<file path="src/sv/cbwc_pkg.sv">
package cbwc_pkg;

  // Cell array geometry.
  localparam int CELLS       = 4096;
  localparam int LANES       = 32;
  localparam int CELL_W      = 8;
  localparam int COUNTER_MAX = 255;
  localparam int ROWS        = CELLS / LANES;
  localparam int LANE_W      = $clog2(LANES);
  localparam int ROW_W       = $clog2(ROWS);
  localparam int IDX_W       = ROW_W + LANE_W;
  localparam int WIDTH_W     = $clog2(CELLS) + 1;
  localparam int WIDTH_STEP  = 16;

  // Insert indices.
  localparam int MAX_HASHES  = 4;
  localparam int NUM_INDEX   = 4;
  localparam int KSEL_W      = $clog2(NUM_INDEX);
  localparam int HASH_W      = 3;

  // Sweep arithmetic.
  localparam int SWEEP_W       = 20;
  localparam int COUNT_W       = 10;
  localparam int AMT_W         = SWEEP_W + COUNT_W;
  localparam int GRANULE_SHIFT = 5;
  localparam int DIV_CNT_W     = $clog2(AMT_W);
  localparam int DEC_CAP       = COUNTER_MAX + 1;
  localparam int DEC_W         = $clog2(COUNTER_MAX + 3);

  // Configuration port.
  localparam int CFG_W     = 20;
  localparam int CFG_IDX_W = 2;

  typedef enum logic [CFG_IDX_W-1:0] {
    REG_ACTIVE_WIDTH = 2'd0,
    REG_HASH_COUNT   = 2'd1,
    REG_SWEEP_LENGTH = 2'd2
  } cfg_reg_e;

  typedef enum logic [1:0] {
    OP_INSERT  = 2'd0,
    OP_ADVANCE = 2'd1,
    OP_QUERY   = 2'd2
  } op_e;

  typedef enum logic [2:0] {
    ST_IDLE,
    ST_INS_RD,
    ST_INS_WR,
    ST_DIV_HAND,
    ST_DIV_AMT,
    ST_SWEEP,
    ST_RESULT
  } state_e;

  // One memory row: one cell per lane.
  typedef logic [LANES-1:0][CELL_W-1:0] word_t;

  // What every lane needs to age the cells of one row.
  typedef struct packed {
    logic [WIDTH_W-1:0] width;
    logic [IDX_W-1:0]   hand;
    logic [WIDTH_W-1:0] rem;
    logic [DEC_W-1:0]   qsat;
    logic [ROW_W-1:0]   row;
  } sweep_ctl_t;

endpackage

</file>
<file path="src/sv/cbwc_lane.sv">
module cbwc_lane
  import cbwc_pkg::*;
(
  input  sweep_ctl_t        ctl_i,
  input  logic [LANE_W-1:0] lane_i,
  input  logic [CELL_W-1:0] cell_i,
  output logic [CELL_W-1:0] cell_o,
  output logic              zero_o
);

  logic [WIDTH_W-1:0] idx;
  logic [WIDTH_W-1:0] hand_x;
  logic [WIDTH_W-1:0] off;
  logic               in_range;
  logic [DEC_W-1:0]   dec;

  // Position of this cell counted from the hand, wrapping at the width.
  always_comb begin
    idx      = {1'b0, ctl_i.row, lane_i};
    hand_x   = {1'b0, ctl_i.hand};
    in_range = idx < ctl_i.width;
    if (idx >= hand_x) begin
      off = idx - hand_x;
    end else begin
      off = idx + ctl_i.width - hand_x;
    end
    dec = ctl_i.qsat + DEC_W'(off < ctl_i.rem);
  end

  // Saturating decrement; cells beyond the width stay as they are.
  always_comb begin
    if (!in_range) begin
      cell_o = cell_i;
    end else if (dec >= DEC_W'(cell_i)) begin
      cell_o = '0;
    end else begin
      cell_o = cell_i - dec[CELL_W-1:0];
    end
  end

  assign zero_o = in_range && (cell_i == '0);

endmodule

</file>
<file path="config.mk">
export PLATFORM = sky130hd
export DESIGN_NAME = cbwc_lane
export DESIGN_NICKNAME = d
export VERILOG_FILES = /design/src/sv/cbwc_pkg.sv /design/src/sv/cbwc_lane.sv
export SDC_FILE = /design/constraint.sdc
export NUM_CORES = 1
export LEC_CHECK = 0
export BUFFER_PORTS_ARGS = -buffer_cell sky130_fd_sc_hd__buf_4
export CORE_MARGIN = 1.5
export CORE_UTILIZATION = 57
export DETAILED_ROUTE_END_ITERATION = 7
export GPL_ROUTABILITY_DRIVEN = 1
export GPL_TIMING_DRIVEN = 0
export PLACE_DENSITY = 0.85
export SYNTH_ARGS = -nofsm -noshare
export SYNTH_HDL_FRONTEND = slang
export SYNTH_SLANG_ARGS = --single-unit
</file>
<file path="constraint.sdc">
create_clock -name vclk -period 7.5
set_clock_uncertainty 0.15 [all_clocks]
set_input_delay 0.375 -clock vclk [all_inputs]
set_output_delay 0.375 -clock vclk [all_outputs]
set_load 0.03 [all_outputs]
</file>
==> results.yml <==
status:
  status: "completed"
setup_path:
  worstSetupStartpoint: "ctl_i[30]"
  crit_type: "input pin to output pin"
  path_max_fanout: 7
  crit_slowest_cell: "fa_1"
  critPathTopFamily: "compound AO/OA/AOI/OAI gates"
  cp_num_buf_inv: 4
  required_ps: 6970
  slowest_delay_ps: 530
  critPathLaunchType: "input pin"
  endpoint_kind: "output pin"
  arrival_ps: 6570
final_layout:
  layout_common_cells: "inv_1 (93), buf_4 (77), ha_1 (63)"
  nets: 640
  n_clock_buffer: 0
  multiInputGateArea_um2: 2610
  layout.cells.non_filler: 563
  area_delta_synth_final_pct: 23.1
  antenna_cells: 0
  seq_cell_count: 0
  final_common_cell: "inv_1"
  nFillCells: 448
  drive_above_1_share: 0.193
  design_area_um2: 3650
  ff_latch_area_um2: 0
floorplanning:
  die_area_um2: 5650
  die_width_um: 75.1
  core_area_um2: 5070
  rows: 26
  die_height_um: 75.1
  start_util: 0.585
  boundaryPins: 76
drt:
  drt-pass1-iter-count: 4
  ant_nets: 0
  drc: 0
  vias_per_cell: 5.49
  drt_iter0_markers: 111
  via_count: 3091
  wirelength_um: 7230
  wl_per_cell_um: 12.8
power:
  internal_power_uw: 201
  p_total_uw: 443
  swShare: 0.545
  power_switching_uw: 241
  peakVddDrop_mv: 0.0691
  power.density_nw_per_um2: 121
  leakage_uw: 0.00206
  share_comb_of_total_power: 1.000
  pwr-share-seq: 0
  clockPowerShare: 0
timing:
  maxSlewViolCount: 0
  finalSetupViolations: 0
  setup_tns_ps: 0
  worst_pin_slew_ps: 527
  hold_viol: 0
  holdWs_ps: 949
  slew_headroom: 0.644
  period_needed_ps: 7090
  finalCritPeriodShare: 0.946
  max_freq_mhz: 141
job:
  max_cap_viol_count: 0
clock_network:
  cts_hold_buf: 0
global_routing:
  track_usage: 0.252
  grt_pass1_vias: 2826
  grt-ovfl-total: 0
  busiest_layer: "met2"
  grt_pass1_wl_um: 11500
  grt.met3_usage: 0.00402
  grt_antenna_before_repair: 0
  grt_max_degree: 11
  grt_use_met1: 0.335
  use_met2: 0.475
logic_synthesis:
  ys_warn_count: 0
  syn-num-nets: 561
  synth_cells: 416
  avgSynthCellArea_um2: 7.13
  synth_cell_type_count: 51
  ys_seq_area_frac: 0
  netlist_area_um2: 2970
hold_path:
  hold_path_class: "input pin to output pin"
  hold_path.startpoint: "cell_i[4]"
place:
  port_buffers: 76
  place_hpwl_um: 6400
  post_dp_cell_area_um2: 3620
  placed_cells: 562
  gp_congestion: 0.887
through the flow:
step,worst slack [ps],util
floorplan,397,-
global placement,188,0.714
detailed placement,126,0.714
CTS,100,0.714
global route,-1.61,0.719
finish,407,0.719
kinds of logic after synthesis:
family / count (synthesis) / synth area share
adders and majority gates: 78 / 0.364
xor gates and xnor gates: 30 / 0.0886
AOI/OAI and AO/OA: 105 / 0.241
and+or+nand+nor: 100 / 0.162
buffers and inverters: 98 / 0.127
muxes: 5 / 0.0173
cell usage after synthesis, drive strengths merged (6+ instances only):
cell | count | area [um^2]
nor2 | 25 | 93.8
nor3 | 6 | 30.0
o21ai | 27 | 135
nand3 | 9 | 45.0
xnor2 | 14 | 123
ha | 64 | 801
inv | 93 | 349
a21o | 14 | 105
fa | 14 | 280
xor2 | 16 | 140
nand2 | 29 | 109
a21oi | 28 | 144
nand2b | 6 | 37.5
area by class of cell:
| class | count | area share |
|---|---|---|
| repair buffers | 77 | 0.158 |
| multi-input cells | 318 | 0.714 |
| plain buffers | 5 | 0.00788 |
| inverters | 93 | 0.0956 |
| well taps | 70 | 0.0240 |
per-layer routing:
layer,vias up,wire [um]
met4,0,59
met3,6,275
met5,-,0
met1,1441,3300
li1,1567,-
met2,77,3590
power groups by stage:
stage               Clock (uW)  Sequential [uW]  Combinational (uW)
detailed placement           0                0                 433
finish                       0                0                 443
CTS                          0                0                 435
floorplan                    0                0                 314
global placement             0                0                 418
global route                 0                0                 496
tightest hold or removal path: cells and delay by family:
family,cells,cell delay [ps]
AO/OA/AOI/OAI,1,50
buffers and inverters,2,250
AND/OR/NAND/NOR,1,40
repair_timing:
action	4_1_cts	5_1_grt
buffers inserted	0	1
setup endpoints to repair	0	8
gates resized for setup	0	7
final timing paths:
| kind | to | depth (start not counted) | slack, ps |
|---|---|---|---|
| max | cell_o[4] | 30 | 410 |
| min | cell_o[4] | 4 | 950 |
(Power assumes the default switching activity.)
