<file path="src/sv/cbwc_pkg.sv">
package cbwc_pkg;

  // Cell array geometry.
  localparam int CELLS       = 4096;
  localparam int LANES       = 32;
  localparam int CELL_W      = 8;
  localparam int COUNTER_MAX = 255;
  localparam int ROWS        = CELLS / LANES;
  localparam int LANE_W      = $clog2(LANES);
  localparam int ROW_W       = $clog2(ROWS);
  localparam int IDX_W       = ROW_W + LANE_W;
  localparam int WIDTH_W     = $clog2(CELLS) + 1;
  localparam int WIDTH_STEP  = 16;

  // Insert indices.
  localparam int MAX_HASHES  = 4;
  localparam int NUM_INDEX   = 4;
  localparam int KSEL_W      = $clog2(NUM_INDEX);
  localparam int HASH_W      = 3;

  // Sweep arithmetic.
  localparam int SWEEP_W       = 20;
  localparam int COUNT_W       = 10;
  localparam int AMT_W         = SWEEP_W + COUNT_W;
  localparam int GRANULE_SHIFT = 5;
  localparam int DIV_CNT_W     = $clog2(AMT_W);
  localparam int DEC_CAP       = COUNTER_MAX + 1;
  localparam int DEC_W         = $clog2(COUNTER_MAX + 3);

  // Configuration port.
  localparam int CFG_W     = 20;
  localparam int CFG_IDX_W = 2;

  typedef enum logic [CFG_IDX_W-1:0] {
    REG_ACTIVE_WIDTH = 2'd0,
    REG_HASH_COUNT   = 2'd1,
    REG_SWEEP_LENGTH = 2'd2
  } cfg_reg_e;

  typedef enum logic [1:0] {
    OP_INSERT  = 2'd0,
    OP_ADVANCE = 2'd1,
    OP_QUERY   = 2'd2
  } op_e;

  typedef enum logic [2:0] {
    ST_IDLE,
    ST_INS_RD,
    ST_INS_WR,
    ST_DIV_HAND,
    ST_DIV_AMT,
    ST_SWEEP,
    ST_RESULT
  } state_e;

  // One memory row: one cell per lane.
  typedef logic [LANES-1:0][CELL_W-1:0] word_t;

  // What every lane needs to age the cells of one row.
  typedef struct packed {
    logic [WIDTH_W-1:0] width;
    logic [IDX_W-1:0]   hand;
    logic [WIDTH_W-1:0] rem;
    logic [DEC_W-1:0]   qsat;
    logic [ROW_W-1:0]   row;
  } sweep_ctl_t;

endpackage

</file>
<file path="src/sv/cbwc_merge.sv">
module cbwc_merge
  import cbwc_pkg::*;
(
  input  logic               clk_i,
  input  logic               rst_ni,
  input  logic               clear_i,
  input  logic               flags_valid_i,
  input  logic [LANES-1:0]   flags_i,
  output logic [WIDTH_W-1:0] count_o
);

  logic [LANES-1:0]     flags_q;
  logic                 flags_valid_q;
  logic [WIDTH_W-1:0]   acc_q;
  logic [LANE_W:0]      pc;

  // Number of zero cells the lanes found in the registered row.
  always_comb begin
    pc = '0;
    for (int i = 0; i < LANES; i++) begin
      pc = pc + (LANE_W + 1)'(flags_q[i]);
    end
  end

  always_ff @(posedge clk_i or negedge rst_ni) begin
    if (!rst_ni) begin
      flags_valid_q <= 1'b0;
      acc_q         <= '0;
    end else begin
      flags_valid_q <= flags_valid_i;
      if (clear_i) begin
        acc_q <= '0;
      end else if (flags_valid_q) begin
        acc_q <= acc_q + WIDTH_W'(pc);
      end
    end
  end

  always_ff @(posedge clk_i) begin
    flags_q <= flags_i;
  end

  assign count_o = acc_q;

endmodule

</file>
<file path="config.mk">
export PLATFORM = sky130hd
export DESIGN_NAME = cbwc_merge
export DESIGN_NICKNAME = d
export VERILOG_FILES = /design/src/sv/cbwc_pkg.sv /design/src/sv/cbwc_merge.sv
export SDC_FILE = /design/constraint.sdc
export NUM_CORES = 1
export LEC_CHECK = 0
export BUFFER_PORTS_ARGS = -buffer_cell sky130_fd_sc_hd__buf_2
export CAP_MARGIN = 10
export CORE_MARGIN = 3
export CORE_UTILIZATION = 45
export CTS_BUF_LIST = sky130_fd_sc_hd__clkbuf_8
export DETAILED_ROUTE_END_ITERATION = 6
export PLACE_DENSITY_LB_ADDON = 0.08
export SYNTH_ARGS = -nofsm -noshare
export SYNTH_HDL_FRONTEND = slang
export SYNTH_SLANG_ARGS = --single-unit
</file>
<file path="constraint.sdc">
create_clock -name clk_i -period 5.8 [get_ports clk_i]
set_clock_uncertainty 0.1 [all_clocks]
set_input_delay 0.29 -clock clk_i [delete_from_list [all_inputs] [get_ports clk_i]]
set_output_delay 0.29 -clock clk_i [all_outputs]
set_load 0.03 [all_outputs]
</file>
==> results of run 1 <==
## layout by cell type, fill, tap and decap left out, drive strengths merged, types with 3 or more instances in the layout
| master | synthesis | final |
|---|---|---|
| inv | 45 | 45 |
| nand2 | 4 | 4 |
| clkbuf | 1 | 5 |
| nor2 | 13 | 13 |
| fa | 26 | 26 |
| o211ai | 3 | 3 |
| o21ai | 3 | 3 |
| dfrtp | 14 | 14 |
| buf | 2 | 48 |
| xor2 | 4 | 4 |
| a21oi | 9 | 9 |
| mux2i | 3 | 3 |
| ha | 15 | 15 |
| nor4b | 3 | 3 |
| nand2b | 5 | 5 |
| dlygate4sd3 | 0 | 34 |
| dfxtp | 32 | 32 |
## logic make-up after synthesis
group,after synthesis
AND/OR/NAND/NOR,34
flip-flops,46
multiplexers,5
adder cells (fa/ha/maj),41
XOR/XNOR,5
buffers and inverters,48
AO/OA/AOI/OAI,23
## per-layer routing
| layer | share of wire | routed length (µm) |
|---|---|---|
| met5 | 0 | 0 |
| met4 | 0.0071 | 30 |
| met3 | 0.045 | 190 |
| met2 | 0.46 | 1920 |
| met1 | 0.49 | 2050 |
## power by group
part	internal (mW)	switching, mW	leakage (nW)
sequential	0.346	0.0170	0.460
clock	0.173	0.107	0.0683
combinational	0.503	0.649	1.12
## layout make-up
type / instances / area, µm²
fill: 397 / 1750
multi-input combinational: 108 / 1160
sequential: 46 / 991
timing repair buffer: 82 / 581
inverter: 45 / 169
tap: 67 / 83.8
clock buffer: 5 / 68.8
clock inverter: 3 / 68.8
## cell usage after synthesis, types with 3 or more instances
cell      number  area share
inv_1         45       0.072
dfxtp_1       32        0.27
fa_1          26        0.22
ha_1          15       0.080
dfrtp_1       14        0.15
nor2_1        13       0.021
a21oi_1        7       0.015
nand2b_1       5       0.013
nand2_1        4      0.0064
xor2_1         4       0.015
mux2i_1        3       0.013
nor4b_1        3       0.011
## registers in the layout, indices dropped and copies added (netlist names)
register / count
flags_valid_q: 1
count_o: 13
flags_q: 32
## how the worst max path moves through the flow
stage	startpoint	depth (start not counted)	slack, ps	to
final	count_o[0]$_DFFE_PN0P_	14	250	count_o[12]$_DFFE_PN0P_
after global routing	count_o[0]$_DFFE_PN0P_	14	8	count_o[12]$_DFFE_PN0P_
after CTS	count_o[0]$_DFFE_PN0P_	14	210	count_o[12]$_DFFE_PN0P_
after detailed placement	count_o[0]$_DFFE_PN0P_	14	220	count_o[12]$_DFFE_PN0P_
after global placement	count_o[0]$_DFFE_PN0P_	14	280	count_o[12]$_DFFE_PN0P_
after floorplan	count_o[0]$_DFFE_PN0P_	14	300	count_o[12]$_DFFE_PN0P_
## stage by stage
step / cell area (µm²) / hold slack [ps] / setup WS [ps] / cells / util
floorplan: 2340 / -106 / 299 / 202 / -
global placement: 2650 / 112 / 281 / 314 / 0.543
detailed placement: 2650 / 113 / 221 / 314 / 0.543
CTS: 3120 / 2.82 / 207 / 355 / 0.639
global route: 3130 / 286 / 8.37 / 356 / 0.641
finish: 3130 / 273 / 246 / 356 / 0.641
## critical path, delay by kind of cell, from the launching register on
| kind | cells | cell delay (ps) |
|---|---|---|
| adder cells (fa/ha/maj) | 8 | 3790 |
| multiplexers | 1 | 350 |
| flip-flops | 1 | 410 |
| buffers and inverters | 1 | 60 |
| AND/OR/NAND/NOR | 1 | 190 |
| AO/OA/AOI/OAI | 3 | 540 |
==> impl_metrics.env, run 1 <==
export IMPL_cts_sinks=46
export IMPL_outcome="finished clean"
export IMPL_power_density_mw_per_mm2=574
export IMPL_crit_type="reg -> reg"
export IMPL_layout_drive_gt1_share=0.228
export IMPL_initial_core_util=0.481
export IMPL_synth_cells=202
export IMPL_grt_pass1_wl_um=7410
export IMPL_synth_async_reset_ratio=0.304
export IMPL_setup_viol=0
export IMPL_rsz0062_at_grt="false"
export IMPL_routedWlPerCell_um=11.8
export IMPL_synth_cell_types=35
export IMPL_area_delta_synth_final_pct=33.4
export IMPL_synth_fa_ha_area_frac=0.302
export IMPL_min_period_ps=5550
export IMPL_antenna_found_initial=0
export IMPL_grtUsageMet3=0.0401
export IMPL_place_congestion=0.789
export IMPL_worst_pin_slew_ps=541
export IMPL_synth_compound_area_frac=0.0736
export IMPL_rrSetupSlack_ps=250
export IMPL_drcViolationCount=0
export IMPL_core_area_mm2=0.00488
export IMPL_nets=365
export IMPL_power_total_mw=1.79
export IMPL_grt_use_met2=0.240
export IMPL_portBuffers=48
export IMPL_die_w_um=78.2
export IMPL_grt_pass1_vias=1681
export IMPL_n_antenna_cell=0
export IMPL_clock_fmax_mhz=180
export IMPL_cts_tree="built"
export IMPL_min_from="clear_i"
export IMPL_hold_buffers=33
export IMPL_maxCapViolCount=0
export IMPL_critPathCaptureType="flip-flop"
export IMPL_drtIter0Drc=30
export IMPL_synth_top_family_by_area="adder cells"
export IMPL_die_height_um=78.2
export IMPL_tns_ps=0
export IMPL_r2r_end="count_o[12]$_DFFE_PN0P_"
export IMPL_synth_warnings=0
export IMPL_ys_seq_area_frac=0.423
export IMPL_cp_cell_sequence="fa_1 > inv_1 > fa_1 > fa_1 > fa_1 > fa_1 > fa_1 > fa_1 > fa_1 > nand2b_1 > a21oi_2 > o21ai_2 > a211oi_2 > mux2_2"
export IMPL_ir_drop_uv=355
export IMPL_gr_total_overflow=0
export IMPL_rows=25
export IMPL_r2r_cells=14
export IMPL_hold_violations=0
export IMPL_via_per_inst=4.48
export IMPL_synth_area_mux_share=0.0224
export IMPL_slew_headroom=0.639
export IMPL_min_to="count_o[11]$_DFFE_PN0P_"
export IMPL_grt_busiest_layer="met2"
export IMPL_clk_pin_slew_ps=90
export IMPL_first_pass_iters=4
export IMPL_synth_main_ff_cell="dfxtp_1"
export IMPL_hold_path_depth=2
export IMPL_avgSynthCellArea_um2=11.6
export IMPL_finalCritPeriodShare=0.958
export IMPL_cp_max_fo=3
export IMPL_numCtsBuffers=5
export IMPL_io_pins=49
export IMPL_synth_xor_area_share=0.0187
export IMPL_clk_latency_ps=290
export IMPL_synth_area_mm2=0.00234
export IMPL_routed_wl_um=4200
export IMPL_grt_util_all_layers=0.153
export IMPL_hp_class="in -> reg"
export IMPL_cts_buffer_depth=2
export IMPL_cpPeakStageDelay_ps=560
export IMPL_cp_data_required_time_ps=5890
export IMPL_synth_ff_latch_count=46
export IMPL_dp_hpwl_um=3110
export IMPL_yosys_area_share_simple=0.0800
export IMPL_syn_nets=279
export IMPL_grt_max_degree=20
export IMPL_critPathSlowestCell="fa_1"
export IMPL_vias=1595
export IMPL_path_common_cell="fa_1"
export IMPL_worstPathArrival_ps=5640
export IMPL_die_area_mm2=0.00611
export IMPL_worstSetupStartpointType="flip-flop"
export IMPL_synth_edf_count=0
export IMPL_drv_slew=0
export IMPL_post_cts_setup_buffers=0
export IMPL_cts_resized=0
export IMPL_leakagePower_nw=1.65
export IMPL_htree_levels=2
export IMPL_r2r_start="count_o[0]$_DFFE_PN0P_"
export IMPL_grt_util_met1=0.211
export IMPL_clock_root_buffer="clkbuf_8"
export IMPL_ant_nets=0
Power figures use the tool's default switching activity.
==> run 2: changes to the inputs <==
CORE_ASPECT_RATIO = 0.5   (was default)
CORE_UTILIZATION = 53   (was 45)
==> impl_metrics.env, run 2 (synthesized netlist as in run 1, its figures left out) <==
export IMPL_ir_drop_uv=455
export IMPL_place_congestion=0.806
export IMPL_clock_fmax_mhz=182
export IMPL_initial_core_util=0.574
export IMPL_setup_slack_ps=298
export IMPL_slew_headroom=0.642
export IMPL_numCtsBuffers=5
export IMPL_critPathSlowestCell="fa_1"
export IMPL_power_total_mw=1.74
export IMPL_vias=1655
export IMPL_tns_ps=0
export IMPL_ff_latch_area_um2=991
export IMPL_clock_root_buffer="clkbuf_8"
export IMPL_first_pass_iters=4
export IMPL_ant_nets=0
export IMPL_rows=16
export IMPL_maxCapViolCount=0
export IMPL_critPathCaptureType="flip-flop"
export IMPL_layout_commonest_cell="buf_2"
export IMPL_hp_class="in -> reg"
export IMPL_dp_slack_ps=207
export IMPL_die_w_um=100
export IMPL_setup_viol=0
export IMPL_path_common_cell="fa_1"
export IMPL_finalCritPeriodShare=0.949
export IMPL_cpPeakStageDelay_ps=540
export IMPL_final_cell_mix="48 x buf_2, 46 x inv_1, 34 x dlygate4sd3_1"
export IMPL_io_pins=49
export IMPL_die_height_um=53.0
export IMPL_final_util=0.750
export IMPL_multi_input_area_mm2=0.00117
export IMPL_drcViolationCount=0
export IMPL_grt_util_all_layers=0.198
export IMPL_outcome="finished clean"
export IMPL_antenna_found_initial=0
export IMPL_fill_cells=279
export IMPL_cp_max_fo=3
export IMPL_crit_type="reg -> reg"
export IMPL_worst_pin_slew_ps=536
export IMPL_final_area_mm2=0.00306
export IMPL_post_cts_setup_buffers=0
export IMPL_hold_violations=0
export IMPL_leakagePower_nw=1.63
export IMPL_cp_cell_sequence="fa_1 > inv_1 > fa_1 > fa_1 > fa_1 > fa_1 > fa_1 > fa_1 > fa_2 > nand2b_1 > a21oi_2 > o21ai_2 > a211oi_2 > mux2_2"
export IMPL_worstPathArrival_ps=5590
export IMPL_cp_data_required_time_ps=5890
export IMPL_core_area_mm2=0.00408
export IMPL_placedCellCount=301
export IMPL_drv_slew=0
export IMPL_grt_max_degree=20
export IMPL_nets=365
export IMPL_via_per_inst=4.83
export IMPL_routedWlPerCell_um=13.5
export IMPL_drtIter0Drc=39
export IMPL_layout_drive_gt1_share=0.228
export IMPL_cts_tree="built"
export IMPL_portBuffers=48
export IMPL_clk_latency_ps=300
export IMPL_n_antenna_cell=0
export IMPL_htree_levels=2
export IMPL_grt_pass1_vias=1807
export IMPL_placed_cell_area_mm2=0.00263
export IMPL_cts_buffer_depth=2
export IMPL_cts_sinks=46
export IMPL_clk_pin_slew_ps=90
export IMPL_final_cell_count_no_fill=343
export IMPL_largest_register_ff_count=32
export IMPL_area_delta_synth_final_pct=30.6
export IMPL_min_period_ps=5500
export IMPL_gr_total_overflow=0
export IMPL_top_register="flags_q"
export IMPL_worstSetupStartpointType="flip-flop"
export IMPL_die_area_mm2=0.00531
export IMPL_dp_hpwl_um=3190
export IMPL_rsz0062_at_grt="false"
export IMPL_grt_pass1_wl_um=7990
export IMPL_timing_hold_ws_ps=273
export IMPL_power_density_mw_per_mm2=568
export IMPL_routed_wl_um=4630
-- run 2: final timing paths --
check                                  startpoint  slack, ps                      end  cells after the start
setup / recovery           count_o[0]$_DFFE_PN0P_        300  count_o[12]$_DFFE_PN0P_                     14
hold / removal                            clear_i        270   count_o[1]$_DFFE_PN0P_                      2
setup reg to reg           count_o[0]$_DFFE_PN0P_        300  count_o[12]$_DFFE_PN0P_                     14
hold reg to reg            count_o[3]$_DFFE_PN0P_        440   count_o[3]$_DFFE_PN0P_                      1
max in group asynchronous                  rst_ni       5040   count_o[8]$_DFFE_PN0P_                      2
min in group asynchronous                  rst_ni        310   count_o[6]$_DFFE_PN0P_                      2
-- run 2: per-layer routing --
metal / GRT usage / up-vias / part of all wire
met5: 0 / - / 0
met4: 0.0649 / 0 / 0.015
met3: 0.0553 / 8 / 0.050
li1: - / 800 / -
met2: 0.357 / 41 / 0.50
met1: 0.234 / 806 / 0.43
-- run 2: what timing repair did --
action,in CTS,in global routing
endpoints found under the hold margin,47,0
endpoints found under the setup margin,0,1
resized for setup,0,1
hold buffers,34,0
-- run 2: where the power goes --
part | internal (mW) | total (mW) | switching [mW]
Combinational | 0.523 | 1.19 | 0.665
Clock | 0.0833 | 0.188 | 0.105
Sequential | 0.346 | 0.363 | 0.0169
Total | 0.953 | 1.74 | 0.787
-- run 2: layout make-up --
type,count,share of cell area
sequential,46,0.324
multi-input combinational,108,0.381
tap,54,0.0221
clock buffer,5,0.0225
clock inverter,3,0.00572
timing repair buffer,82,0.190
inverter,45,0.0552
-- run 2: worst max-delay path, delay by kind of cell, from the launching register on --
| kind | cells | cell delay, ps |
|---|---|---|
| AOI/OAI and AO/OA | 3 | 530 |
| adders and majority gates | 8 | 3750 |
| buffers and inverters | 1 | 60 |
| DFF | 1 | 430 |
| muxes | 1 | 360 |
| and+or+nand+nor | 1 | 180 |
