==> src/sv/cbwc_pkg.sv <==
package cbwc_pkg;

  // Cell array geometry.
  localparam int CELLS       = 4096;
  localparam int LANES       = 32;
  localparam int CELL_W      = 8;
  localparam int COUNTER_MAX = 255;
  localparam int ROWS        = CELLS / LANES;
  localparam int LANE_W      = $clog2(LANES);
  localparam int ROW_W       = $clog2(ROWS);
  localparam int IDX_W       = ROW_W + LANE_W;
  localparam int WIDTH_W     = $clog2(CELLS) + 1;
  localparam int WIDTH_STEP  = 16;

  // Insert indices.
  localparam int MAX_HASHES  = 4;
  localparam int NUM_INDEX   = 4;
  localparam int KSEL_W      = $clog2(NUM_INDEX);
  localparam int HASH_W      = 3;

  // Sweep arithmetic.
  localparam int SWEEP_W       = 20;
  localparam int COUNT_W       = 10;
  localparam int AMT_W         = SWEEP_W + COUNT_W;
  localparam int GRANULE_SHIFT = 5;
  localparam int DIV_CNT_W     = $clog2(AMT_W);
  localparam int DEC_CAP       = COUNTER_MAX + 1;
  localparam int DEC_W         = $clog2(COUNTER_MAX + 3);

  // Configuration port.
  localparam int CFG_W     = 20;
  localparam int CFG_IDX_W = 2;

  typedef enum logic [CFG_IDX_W-1:0] {
    REG_ACTIVE_WIDTH = 2'd0,
    REG_HASH_COUNT   = 2'd1,
    REG_SWEEP_LENGTH = 2'd2
  } cfg_reg_e;

  typedef enum logic [1:0] {
    OP_INSERT  = 2'd0,
    OP_ADVANCE = 2'd1,
    OP_QUERY   = 2'd2
  } op_e;

  typedef enum logic [2:0] {
    ST_IDLE,
    ST_INS_RD,
    ST_INS_WR,
    ST_DIV_HAND,
    ST_DIV_AMT,
    ST_SWEEP,
    ST_RESULT
  } state_e;

  // One memory row: one cell per lane.
  typedef logic [LANES-1:0][CELL_W-1:0] word_t;

  // What every lane needs to age the cells of one row.
  typedef struct packed {
    logic [WIDTH_W-1:0] width;
    logic [IDX_W-1:0]   hand;
    logic [WIDTH_W-1:0] rem;
    logic [DEC_W-1:0]   qsat;
    logic [ROW_W-1:0]   row;
  } sweep_ctl_t;

endpackage

==> src/sv/cbwc_div.sv <==
module cbwc_div
  import cbwc_pkg::*;
(
  input  logic               clk_i,
  input  logic               rst_ni,
  input  logic               start_i,
  input  logic [AMT_W-1:0]   dividend_i,
  input  logic [WIDTH_W-1:0] divisor_i,
  output logic               done_o,
  output logic [AMT_W-1:0]   quot_o,
  output logic [WIDTH_W-1:0] rem_o
);

  localparam logic [DIV_CNT_W-1:0] CntLast = DIV_CNT_W'(AMT_W - 1);

  logic                 busy_q;
  logic                 done_q;
  logic [DIV_CNT_W-1:0] cnt_q;
  logic [AMT_W-1:0]     quo_q, quo_d;
  logic [WIDTH_W-1:0]   rem_q, rem_d;
  logic [WIDTH_W-1:0]   dvs_q;
  logic [WIDTH_W:0]     trial;

  // One restoring step: bring in the next dividend bit and try a subtract.
  always_comb begin
    trial = {rem_q, quo_q[AMT_W-1]};
    if (trial >= {1'b0, dvs_q}) begin
      rem_d = WIDTH_W'(trial - {1'b0, dvs_q});
      quo_d = {quo_q[AMT_W-2:0], 1'b1};
    end else begin
      rem_d = trial[WIDTH_W-1:0];
      quo_d = {quo_q[AMT_W-2:0], 1'b0};
    end
  end

  // Step counter and completion pulse.
  always_ff @(posedge clk_i or negedge rst_ni) begin
    if (!rst_ni) begin
      busy_q <= 1'b0;
      done_q <= 1'b0;
      cnt_q  <= '0;
    end else begin
      done_q <= !start_i && busy_q && (cnt_q == CntLast);
      if (start_i) begin
        busy_q <= 1'b1;
        cnt_q  <= '0;
      end else if (busy_q) begin
        cnt_q <= cnt_q + 1'b1;
        if (cnt_q == CntLast) begin
          busy_q <= 1'b0;
        end
      end
    end
  end

  // Operand and partial result registers.
  always_ff @(posedge clk_i) begin
    if (start_i) begin
      quo_q <= dividend_i;
      rem_q <= '0;
      dvs_q <= divisor_i;
    end else if (busy_q) begin
      quo_q <= quo_d;
      rem_q <= rem_d;
    end
  end

  assign done_o = done_q;
  assign quot_o = quo_q;
  assign rem_o  = rem_q;

endmodule

==> config.mk <==
export PLATFORM = sky130hd
export DESIGN_NAME = cbwc_div
export DESIGN_NICKNAME = d
export VERILOG_FILES = /design/src/sv/cbwc_pkg.sv /design/src/sv/cbwc_div.sv
export SDC_FILE = /design/constraint.sdc
export NUM_CORES = 1
export LEC_CHECK = 0
export BUFFER_PORTS_ARGS = -buffer_cell sky130_fd_sc_hd__buf_2
export CORE_MARGIN = 8
export CORE_UTILIZATION = 30
export DETAILED_ROUTE_END_ITERATION = 10
export GPL_TIMING_DRIVEN = 0
export HOLD_SLACK_MARGIN = 0.06
export SYNTH_ARGS = -nofsm -noshare
export SYNTH_HDL_FRONTEND = slang
export SYNTH_SLANG_ARGS = --single-unit
==> constraint.sdc <==
create_clock -name clk_i -period 2.35 [get_ports clk_i]
set_input_delay 0.235 -clock clk_i [delete_from_list [all_inputs] [get_ports clk_i]]
set_output_delay 0.235 -clock clk_i [all_outputs]
set_load 0.02 [all_outputs]
==> results of run 1 <==
## area by class of cell
type / count / area (sq um) / share of cell area [%]
tap: 143 / 179 / 3.96
buffer: 14 / 73.8 / 1.63
timing repair buffer: 98 / 528 / 11.7
multi-input combinational: 192 / 1590 / 35.3
clock inverter: 7 / 103 / 2.27
clock buffer: 9 / 225 / 4.98
inverter: 24 / 90.1 / 1.99
sequential: 63 / 1730 / 38.2
## worst max-delay path by stage
stage / cells after the start / endpoint / slack (ns)
2_1_floorplan: 11 / quot_o[0] / -0.01
3_3_place_gp: 4 / quot_o[9] / -0.47
3_5_place_dp: 4 / quot_o[15] / -0.57
4_1_cts: 11 / quot_o[0] / -0.01
5_1_grt: 11 / quot_o[0] / -0.11
6_report: 11 / quot_o[0] / 0.003
## what timing repair did
item,CTS,global route
gates resized for setup,3,10
pin swaps,0,9
setup endpoints to repair,31,14
hold buffers,1,0
setup buffers,1,7
endpoints found under the hold margin,7,0
## stage by stage
step | total power [W] | worst slack [ns] | hold WS [ns] | setup TNS [ns] | area, sq um
finish | 0.00498 | 0.00329 | 0.0797 | 0 | 4520
global route | 0.00527 | -0.114 | 0.0643 | -0.899 | 4520
CTS | 0.00487 | -0.0101 | 0.0677 | -0.0101 | 4410
detailed placement | 0.00336 | -0.570 | 0.0766 | -17.16 | 4050
global placement | 0.00333 | -0.466 | 0.0730 | -14.03 | 4050
floorplan | 0.00285 | -0.0138 | -0.0606 | -0.0138 | 3420
## critical path, cell delays in order (launching register included)
cell and delay (ns):
sky130_fd_sc_hd__edfxtp_1 0.39, sky130_fd_sc_hd__inv_2 0.09, sky130_fd_sc_hd__ha_4 0.13, sky130_fd_sc_hd__inv_2 0.04
sky130_fd_sc_hd__fa_2 0.39, sky130_fd_sc_hd__a21oi_4 0.20, sky130_fd_sc_hd__o221ai_4 0.16, sky130_fd_sc_hd__nand2_4 0.10
sky130_fd_sc_hd__a21o_1 0.12, sky130_fd_sc_hd__buf_6 0.14, sky130_fd_sc_hd__nand2_8 0.07, sky130_fd_sc_hd__mux2_4 0.26
## cell usage after synthesis (6+ instances only)
library cell               instances  area [sq um]
sky130_fd_sc_hd__mux2_2           30           338
sky130_fd_sc_hd__nor4_1            6          37.5
sky130_fd_sc_hd__inv_1            21          78.8
sky130_fd_sc_hd__o21ai_0           9          45.0
sky130_fd_sc_hd__o21ai_1           7          35.0
sky130_fd_sc_hd__buf_1             6          22.5
sky130_fd_sc_hd__nand2_1          13          48.8
sky130_fd_sc_hd__dfrtp_1           7           175
sky130_fd_sc_hd__ha_1             15           188
sky130_fd_sc_hd__a21oi_1           7          35.0
sky130_fd_sc_hd__xor2_1            7          61.3
sky130_fd_sc_hd__nor2_1           18          67.6
sky130_fd_sc_hd__edfxtp_1         43          1290
sky130_fd_sc_hd__a311oi_1          8          70.1
sky130_fd_sc_hd__nand3_1          13          65.1
sky130_fd_sc_hd__dfxtp_1          13           260
## sequential cells by signal, summed over array words and instances (netlist names)
signal  count
rem_o      13
done_o      1
cnt_q       5
busy_q      1
quot_o     30
dvs_q      13
## where the power goes
| group | switching, W | internal (W) |
|---|---|---|
| Sequential | 0.000162 | 0.00138 |
| Combinational | 0.00116 | 0.000820 |
| Clock | 0.000524 | 0.000939 |
## per-layer routing
metal | track usage (%) | wire length (microns) | vias to the layer above
met4 | 3.88 | 146 | 0
met1 | 14.5 | 3810 | 1296
met5 | 0 | 0 | -
met3 | 5.66 | 800 | 12
li1 | - | - | 1322
met2 | 18.1 | 3890 | 93
## cells by family after synthesis
family                     after synthesis  synth area share (%)
xor gates and xnor gates                11                  2.82
buffers and inverters                   38                  4.80
muxes                                   30                  9.88
DFF                                     63                  50.5
and+or+nand+nor                         69                  10.6
adders and majority gates               16                  6.08
AOI/OAI and AO/OA                       66                  15.3
==> impl_metrics.env, run 1 <==
export IMPL_cap_viol_max_count=0
export IMPL_clk_pin_slew_worst_paths_ns=0.06
export IMPL_outcome="finished, final reports clean"
export IMPL_final_max_slew_violation_count=0
export IMPL_post_place_cells=525
export IMPL_area_of_the_placeable_core_sq_um=11300
export IMPL_max_freq_ghz=0.426
export IMPL_syn_cell_area_sq_um=3420
export IMPL_clock_sinks=63
export IMPL_max_slew_worst_pin_slew_ns=0.719
export IMPL_post_route_cells_drive_above_1_share_pct=42.3
export IMPL_rr_endpoint="quot_o[0]"
export IMPL_wire_length_of_the_first_global_routing_pass_mm=14.1
export IMPL_initial_utilization_pct=30.3
export IMPL_synthDistinctLibCells=61
export IMPL_grt_remaining_overflow=0
export IMPL_worstHoldPathCells=1
export IMPL_timing_final_setup_violations=0
export IMPL_crit_path_start="quot_o[29]"
export IMPL_fillCellCount=1066
export IMPL_timing_hold_violations_final=0
export IMPL_grt_start_max_net_pins=31
export IMPL_reg2reg_setup_slack_ns=0.003
export IMPL_via_per_inst=4.95
export IMPL_mappedNetlistNets=355
export IMPL_cp_end_kind="register"
export IMPL_maxSlewHeadroom_pct=51.9
export IMPL_avgRoutedWirePerCell_microns=15.7
export IMPL_crit_reg2reg_launch="quot_o[29]"
export IMPL_cts_tree="yes"
export IMPL_worst_hold_path_type="primary input to register"
export IMPL_clk_latency_ns=0.33
export IMPL_async_flop_share_pct=11.1
export IMPL_final_non_filler_cell_total=550
export IMPL_area_growth_pct=32.2
export IMPL_post_route_min_period_ns=2.35
export IMPL_drt_pass1_iter_count=4
export IMPL_timing_critical_path_arrival_ns=2.43
export IMPL_die_w_microns=123
export IMPL_postSynthAreaPerCell_sq_um=11.7
export IMPL_insertedDiodeCount=0
export IMPL_detail_route_iter0_violations=125
export IMPL_final_core_util_pct=40.1
export IMPL_hpwlAfterDp_mm=6.49
export IMPL_routed_wirelength_mm=8.64
export IMPL_final_min_period_over_clock_period_pct=99.9
export IMPL_rsz_0062_raised_after_global_routing="yes"
export IMPL_hold_path_endpoint="dvs_q[8]"
export IMPL_synth_top_flop_cell="sky130_fd_sc_hd__edfxtp_1"
export IMPL_num_nets_final=464
export IMPL_cp_max_fo=5
export IMPL_critical_path_class="register to register"
export IMPL_startpoint_type="register"
export IMPL_rows=39
export IMPL_clock_root_buffer="sky130_fd_sc_hd__clkbuf_16"
export IMPL_die_height_microns=123
export IMPL_max_clock_path_buffers=2
export IMPL_ff2ff_path_depth=11
export IMPL_h_tree_depth=3
export IMPL_synthesis_instances=293
export IMPL_yosysSeqAreaShare_pct=50.5
export IMPL_ys_seq_elements=63
export IMPL_drtAntennaViolNets=0
export IMPL_power_density_nw_per_um2=1100
export IMPL_yosysWarningCount=0
export IMPL_grt_util_all_layers_pct=11.9
export IMPL_i_o_pins=90
export IMPL_layout_common_cells="91 x sky130_fd_sc_hd__buf_2, 43 x sky130_fd_sc_hd__edfxtp_1, 29 x sky130_fd_sc_hd__mux2_2, 19 x sky130_fd_sc_hd__inv_1, 18 x sky130_fd_sc_hd__nor2_1"
export IMPL_die_area_sq_um=15100
export IMPL_synth_enable_flop_cells=43
export IMPL_first_global_vias=2829
export IMPL_mostFrequentLayoutCell="sky130_fd_sc_hd__buf_2"
export IMPL_skew_ns=0.00522
export IMPL_port_buffer_cells=89
export IMPL_detailed_route_drc_error_count=0
export IMPL_power_leakage_nw=1.95
export IMPL_required_ns=2.43
export IMPL_tritoncts_num_buffers=9
export IMPL_detailed_route_via_count=2723
export IMPL_globalplace_congestion=0.854
export IMPL_ir_worst_vdd_mv=0.438
export IMPL_holdCritStartpoint="divisor_i[8]"
export IMPL_antenna_found_initial=0
No activity file was read; power rests on OpenSTA's default activity.
==> run 2: changes to the inputs <==
- REMOVE_ABC_BUFFERS: default -> 1
==> impl_metrics.env, run 2 (synthesis gave the netlist of run 1 again) <==
export IMPL_die_w_microns=123
export IMPL_rsz_0062_raised_after_global_routing="yes"
export IMPL_clk_pin_slew_worst_paths_ns=0.05
export IMPL_avgRoutedWirePerCell_microns=16.4
export IMPL_crit_reg2reg_launch="quot_o[29]"
export IMPL_cp_max_fo=4
export IMPL_grt_util_all_layers_pct=11.9
export IMPL_layout_common_cells="88 x sky130_fd_sc_hd__buf_2, 43 x sky130_fd_sc_hd__edfxtp_1, 30 x sky130_fd_sc_hd__mux2_2, 20 x sky130_fd_sc_hd__inv_1, 18 x sky130_fd_sc_hd__nor2_1"
export IMPL_cts_tree="yes"
export IMPL_holdCritStartpoint="divisor_i[3]"
export IMPL_routed_wirelength_mm=8.75
export IMPL_power_density_nw_per_um2=1090
export IMPL_skew_ns=0.00364
export IMPL_port_buffer_cells=89
export IMPL_tritoncts_num_buffers=9
export IMPL_via_per_inst=5.13
export IMPL_post_place_cells=511
export IMPL_max_slew_worst_pin_slew_ns=0.739
export IMPL_clock_root_buffer="sky130_fd_sc_hd__clkbuf_16"
export IMPL_post_route_cells_drive_above_1_share_pct=42.5
export IMPL_wire_length_of_the_first_global_routing_pass_mm=13.9
export IMPL_hold_path_endpoint="dvs_q[3]"
export IMPL_clock_sinks=63
export IMPL_drtAntennaViolNets=0
export IMPL_crit_path_start="quot_o[29]"
export IMPL_flip_flop_count_of_the_largest_register_after_layout=30
export IMPL_final_min_period_over_clock_period_pct=96.2
export IMPL_ir_worst_vdd_mv=0.457
export IMPL_area_growth_pct=29.4
export IMPL_grt_remaining_overflow=0
export IMPL_reg2reg_setup_slack_ns=0.09
export IMPL_max_clock_path_buffers=2
export IMPL_power_leakage_nw=1.89
export IMPL_first_global_vias=2810
export IMPL_grt_start_max_net_pins=59
export IMPL_timing_final_setup_violations=0
export IMPL_final_max_slew_violation_count=0
export IMPL_fillCellCount=1084
export IMPL_ff2ff_path_depth=11
export IMPL_num_nets_final=448
export IMPL_die_height_microns=123
export IMPL_detailed_route_via_count=2738
export IMPL_antenna_found_initial=0
export IMPL_cap_viol_max_count=0
export IMPL_initial_utilization_pct=30.3
export IMPL_globalplace_congestion=0.844
export IMPL_mostFrequentLayoutCell="sky130_fd_sc_hd__buf_2"
export IMPL_detail_route_iter0_violations=115
export IMPL_insertedDiodeCount=0
export IMPL_required_ns=2.57
export IMPL_max_freq_ghz=0.442
export IMPL_post_route_min_period_ns=2.26
export IMPL_final_core_util_pct=39.2
export IMPL_sequential_cell_area_sq_um=1730
export IMPL_multiInputGateArea_sq_um=1600
export IMPL_critical_path_class="register to register"
export IMPL_timing_hold_violations_final=0
export IMPL_cp_end_kind="register"
export IMPL_maxSlewHeadroom_pct=50.7
export IMPL_drt_pass1_iter_count=4
export IMPL_worst_hold_path_type="primary input to register"
export IMPL_timing_critical_path_arrival_ns=2.48
export IMPL_i_o_pins=90
export IMPL_detailed_route_drc_error_count=0
export IMPL_outcome="finished, final reports clean"
export IMPL_die_area_sq_um=15100
export IMPL_rows=39
export IMPL_startpoint_type="register"
export IMPL_hpwlAfterDp_mm=6.26
export IMPL_rr_endpoint="rem_o[12]"
export IMPL_worstHoldPathCells=1
export IMPL_clk_latency_ns=0.33
export IMPL_final_non_filler_cell_total=534
export IMPL_h_tree_depth=3
export IMPL_area_of_the_placeable_core_sq_um=11300
## run 2: changes by cell type in the layout (fill, tap and decap cells not counted), sizes merged
cell,previous run,this run
clkinv,4,5
clkbuf,12,11
clkinvlp,1,0
buf,108,95
inv,24,22
## run 2: timing repair
item / CTS / global route
pin swaps: 3 / 6
gates resized for setup: 8 / 13
hold buffers: 1 / 0
buffers inserted: 4 / 2
hold endpoints to repair: 7 / 0
setup endpoints to repair: 44 / 42
## run 2: critical path, cell delays in order, from the launching register on
cell,delay [ns]
sky130_fd_sc_hd__edfxtp_1,0.40
sky130_fd_sc_hd__inv_1,0.08
sky130_fd_sc_hd__ha_2,0.18
sky130_fd_sc_hd__inv_2,0.04
sky130_fd_sc_hd__fa_2,0.37
sky130_fd_sc_hd__a21oi_4,0.17
sky130_fd_sc_hd__o221ai_4,0.14
sky130_fd_sc_hd__buf_6,0.16
sky130_fd_sc_hd__o221ai_2,0.15
sky130_fd_sc_hd__and3b_1,0.20
sky130_fd_sc_hd__a211oi_2,0.04
sky130_fd_sc_hd__o221a_1,0.23
## run 2: per-stage QoR
stage	hold WS, ns	setup TNS (ns)	power (W)	setup slack (ns)	instance area (sq um)
after floorplan	-0.0606	-0.340	0.00280	-0.202	3340
after global placement	0.0752	-33.80	0.00328	-1.03	3970
after detailed placement	0.0802	-36.55	0.00331	-1.11	3970
after CTS	0.0638	0	0.00477	0.00378	4350
after global routing	0.0687	-0.0703	0.00508	-0.0270	4420
final	0.0794	0	0.00481	0.0901	4420
## run 2: cell type report
class                      count  area share (%)
inverter                      24            2.04
clock buffer                  11            5.26
multi-input combinational    192            36.2
timing repair buffer          96            11.7
sequential                    63            39.1
tap                          143            4.05
clock inverter                 5            1.64
## run 2: worst max-delay path by stage
stage	end	slack [ns]	depth (start not counted)
6_report	rem_o[12]	0.09	11
3_3_place_gp	quot_o[25]	-1.03	3
2_1_floorplan	quot_o[0]	-0.20	10
3_5_place_dp	quot_o[3]	-1.11	3
5_1_grt	rem_o[8]	-0.03	11
4_1_cts	rem_o[12]	0.004	11
## run 2: routing by layer
metal | track usage (%) | up-vias | share of wire, %
li1 | - | 1296 | -
met1 | 13.3 | 1320 | 43
met2 | 19.2 | 106 | 47
met3 | 4.55 | 16 | 7.9
met4 | 6.40 | 0 | 2.4
met5 | 0 | - | 0
## run 2: report_power, final
part           switching [W]  internal [W]  leakage [nW]
Combinational        0.00115      0.000749          1.10
Clock               0.000468      0.000919         0.149
Sequential          0.000143       0.00138         0.643
==> run 3: changes to the inputs <==
- CORE_MARGIN: 8 -> 2
- GPL_TIMING_DRIVEN: 0 -> default
==> impl_metrics.env, run 3 (synthesis gave the netlist of run 1 again) <==
export IMPL_flip_flop_count_of_the_largest_register_after_layout=30
export IMPL_port_buffer_cells=89
export IMPL_i_o_pins=90
export IMPL_critical_path_class="register to register"
export IMPL_clock_root_buffer="sky130_fd_sc_hd__clkbuf_16"
export IMPL_tns_ns=0
export IMPL_final_max_slew_violation_count=0
export IMPL_timing_hold_violations_final=0
export IMPL_layout_common_cells="90 x sky130_fd_sc_hd__buf_2, 43 x sky130_fd_sc_hd__edfxtp_1, 30 x sky130_fd_sc_hd__mux2_2, 21 x sky130_fd_sc_hd__inv_1, 21 x sky130_fd_sc_hd__buf_4"
export IMPL_tritoncts_num_buffers=9
export IMPL_clk_latency_ns=0.33
export IMPL_via_per_inst=5.04
export IMPL_wire_length_of_the_first_global_routing_pass_mm=14.1
export IMPL_die_area_sq_um=12300
export IMPL_final_core_util_pct=41.1
export IMPL_post_route_cells_drive_above_1_share_pct=45.3
export IMPL_startpoint_type="register"
export IMPL_detail_route_iter0_violations=124
export IMPL_routed_wirelength_mm=8.91
export IMPL_cts_tree="yes"
export IMPL_avgRoutedWirePerCell_microns=16.3
export IMPL_final_non_filler_cell_total=548
export IMPL_area_growth_pct=32.0
export IMPL_final_power_w=0.00487
export IMPL_max_slew_worst_pin_slew_ns=0.606
export IMPL_worst_hold_path_type="primary input to register"
export IMPL_max_freq_ghz=0.443
export IMPL_power_leakage_nw=1.95
export IMPL_post_route_min_period_ns=2.26
export IMPL_clock_sinks=63
export IMPL_post_place_cells=524
export IMPL_drt_pass1_iter_count=4
export IMPL_final_min_period_over_clock_period_pct=96.0
export IMPL_first_global_vias=2867
export IMPL_insertedDiodeCount=0
export IMPL_maxSlewHeadroom_pct=59.6
export IMPL_timing_critical_path_arrival_ns=2.34
export IMPL_skew_ns=0.00662
export IMPL_ir_worst_vdd_mv=0.535
export IMPL_outcome="finished, final reports clean"
export IMPL_grt_start_max_net_pins=49
export IMPL_reg2reg_setup_slack_ns=0.09
export IMPL_globalplace_congestion=0.844
export IMPL_detailed_route_drc_error_count=0
export IMPL_die_height_microns=111
export IMPL_hpwlAfterDp_mm=6.35
export IMPL_die_w_microns=111
export IMPL_cp_end_kind="register"
export IMPL_grt_util_all_layers_pct=14.3
export IMPL_grt_remaining_overflow=0
export IMPL_antenna_found_initial=0
export IMPL_finalHoldWorstSlack_ns=0.0768
export IMPL_cap_viol_max_count=0
export IMPL_clk_pin_slew_worst_paths_ns=0.06
export IMPL_h_tree_depth=3
export IMPL_drtAntennaViolNets=0
export IMPL_required_ns=2.43
export IMPL_cp_max_fo=10
export IMPL_mostFrequentLayoutCell="sky130_fd_sc_hd__buf_2"
export IMPL_max_clock_path_buffers=2
export IMPL_num_nets_final=465
export IMPL_initial_utilization_pct=31.1
export IMPL_rsz_0062_raised_after_global_routing="yes"
export IMPL_rows=38
export IMPL_area_of_the_placeable_core_sq_um=11000
export IMPL_power_density_nw_per_um2=1080
export IMPL_timing_final_setup_violations=0
export IMPL_detailed_route_via_count=2764
## run 3: worst max-delay path, stage by stage, from the launching register on
cell	delay, ns
sky130_fd_sc_hd__dfxtp_1	0.44
sky130_fd_sc_hd__ha_1	0.29
sky130_fd_sc_hd__buf_4	0.17
sky130_fd_sc_hd__a21oi_1	0.18
sky130_fd_sc_hd__o21ai_1	0.10
sky130_fd_sc_hd__a31oi_2	0.27
sky130_fd_sc_hd__a21o_4	0.20
sky130_fd_sc_hd__nand2_4	0.07
sky130_fd_sc_hd__mux2_2	0.28
## run 3: what timing repair did
action                                 in CTS  in global routing
gates resized for setup                     3                 13
cloned                                      0                  1
hold buffers                                1                  0
pin swaps                                   3                  3
setup endpoints to repair                   8                 12
setup buffers                               0                  6
endpoints found under the hold margin       7                  0
## run 3: final cells by class
| class | count | area (sq um) |
|---|---|---|
| fill | 1020 | 6470 |
| sequential | 63 | 1730 |
| multi-input combinational | 192 | 1600 |
| timing repair buffer | 113 | 629 |
| clock buffer | 10 | 229 |
| tap | 140 | 175 |
| inverter | 24 | 90.1 |
| clock inverter | 6 | 61.3 |
## run 3: path summary, 6_finish.rpt
| kind | depth (start not counted) | from | end |
|---|---|---|---|
| setup / recovery | 8 | rem_o[8] | quot_o[0] |
| hold / removal | 1 | divisor_i[4] | dvs_q[4] |
| setup reg to reg | 8 | rem_o[8] | quot_o[0] |
| hold reg to reg | 2 | rem_o[4] | rem_o[4] |
| max in group asynchronous | 2 | rst_ni | done_o |
| min in group asynchronous | 2 | rst_ni | cnt_q[3] |
## run 3: per-stage QoR
step           setup slack [ns]  cell area [sq um]
2_1_floorplan            -0.202               3340
6_report                 0.0947               4510
4_1_cts                  0.0299               4400
5_1_grt                 -0.0415               4510
3_5_place_dp            -0.0366               4090
3_3_place_gp            0.00403               4090
## run 3: layer usage
metal / vias up / share of wire (%) / track usage (%)
met5: - / 0 / 0
met4: 0 / 2.2 / 6.00
met2: 116 / 47 / 23.1
met3: 18 / 7.6 / 4.48
li1: 1334 / - / -
met1: 1296 / 43 / 17.6
## run 3: where the power goes
group	internal, W	leakage, nW	total [W]	switching, W
Combinational	0.000848	1.16	0.00203	0.00118
Clock	0.000816	0.142	0.00131	0.000491
Sequential	0.00138	0.643	0.00153	0.000148
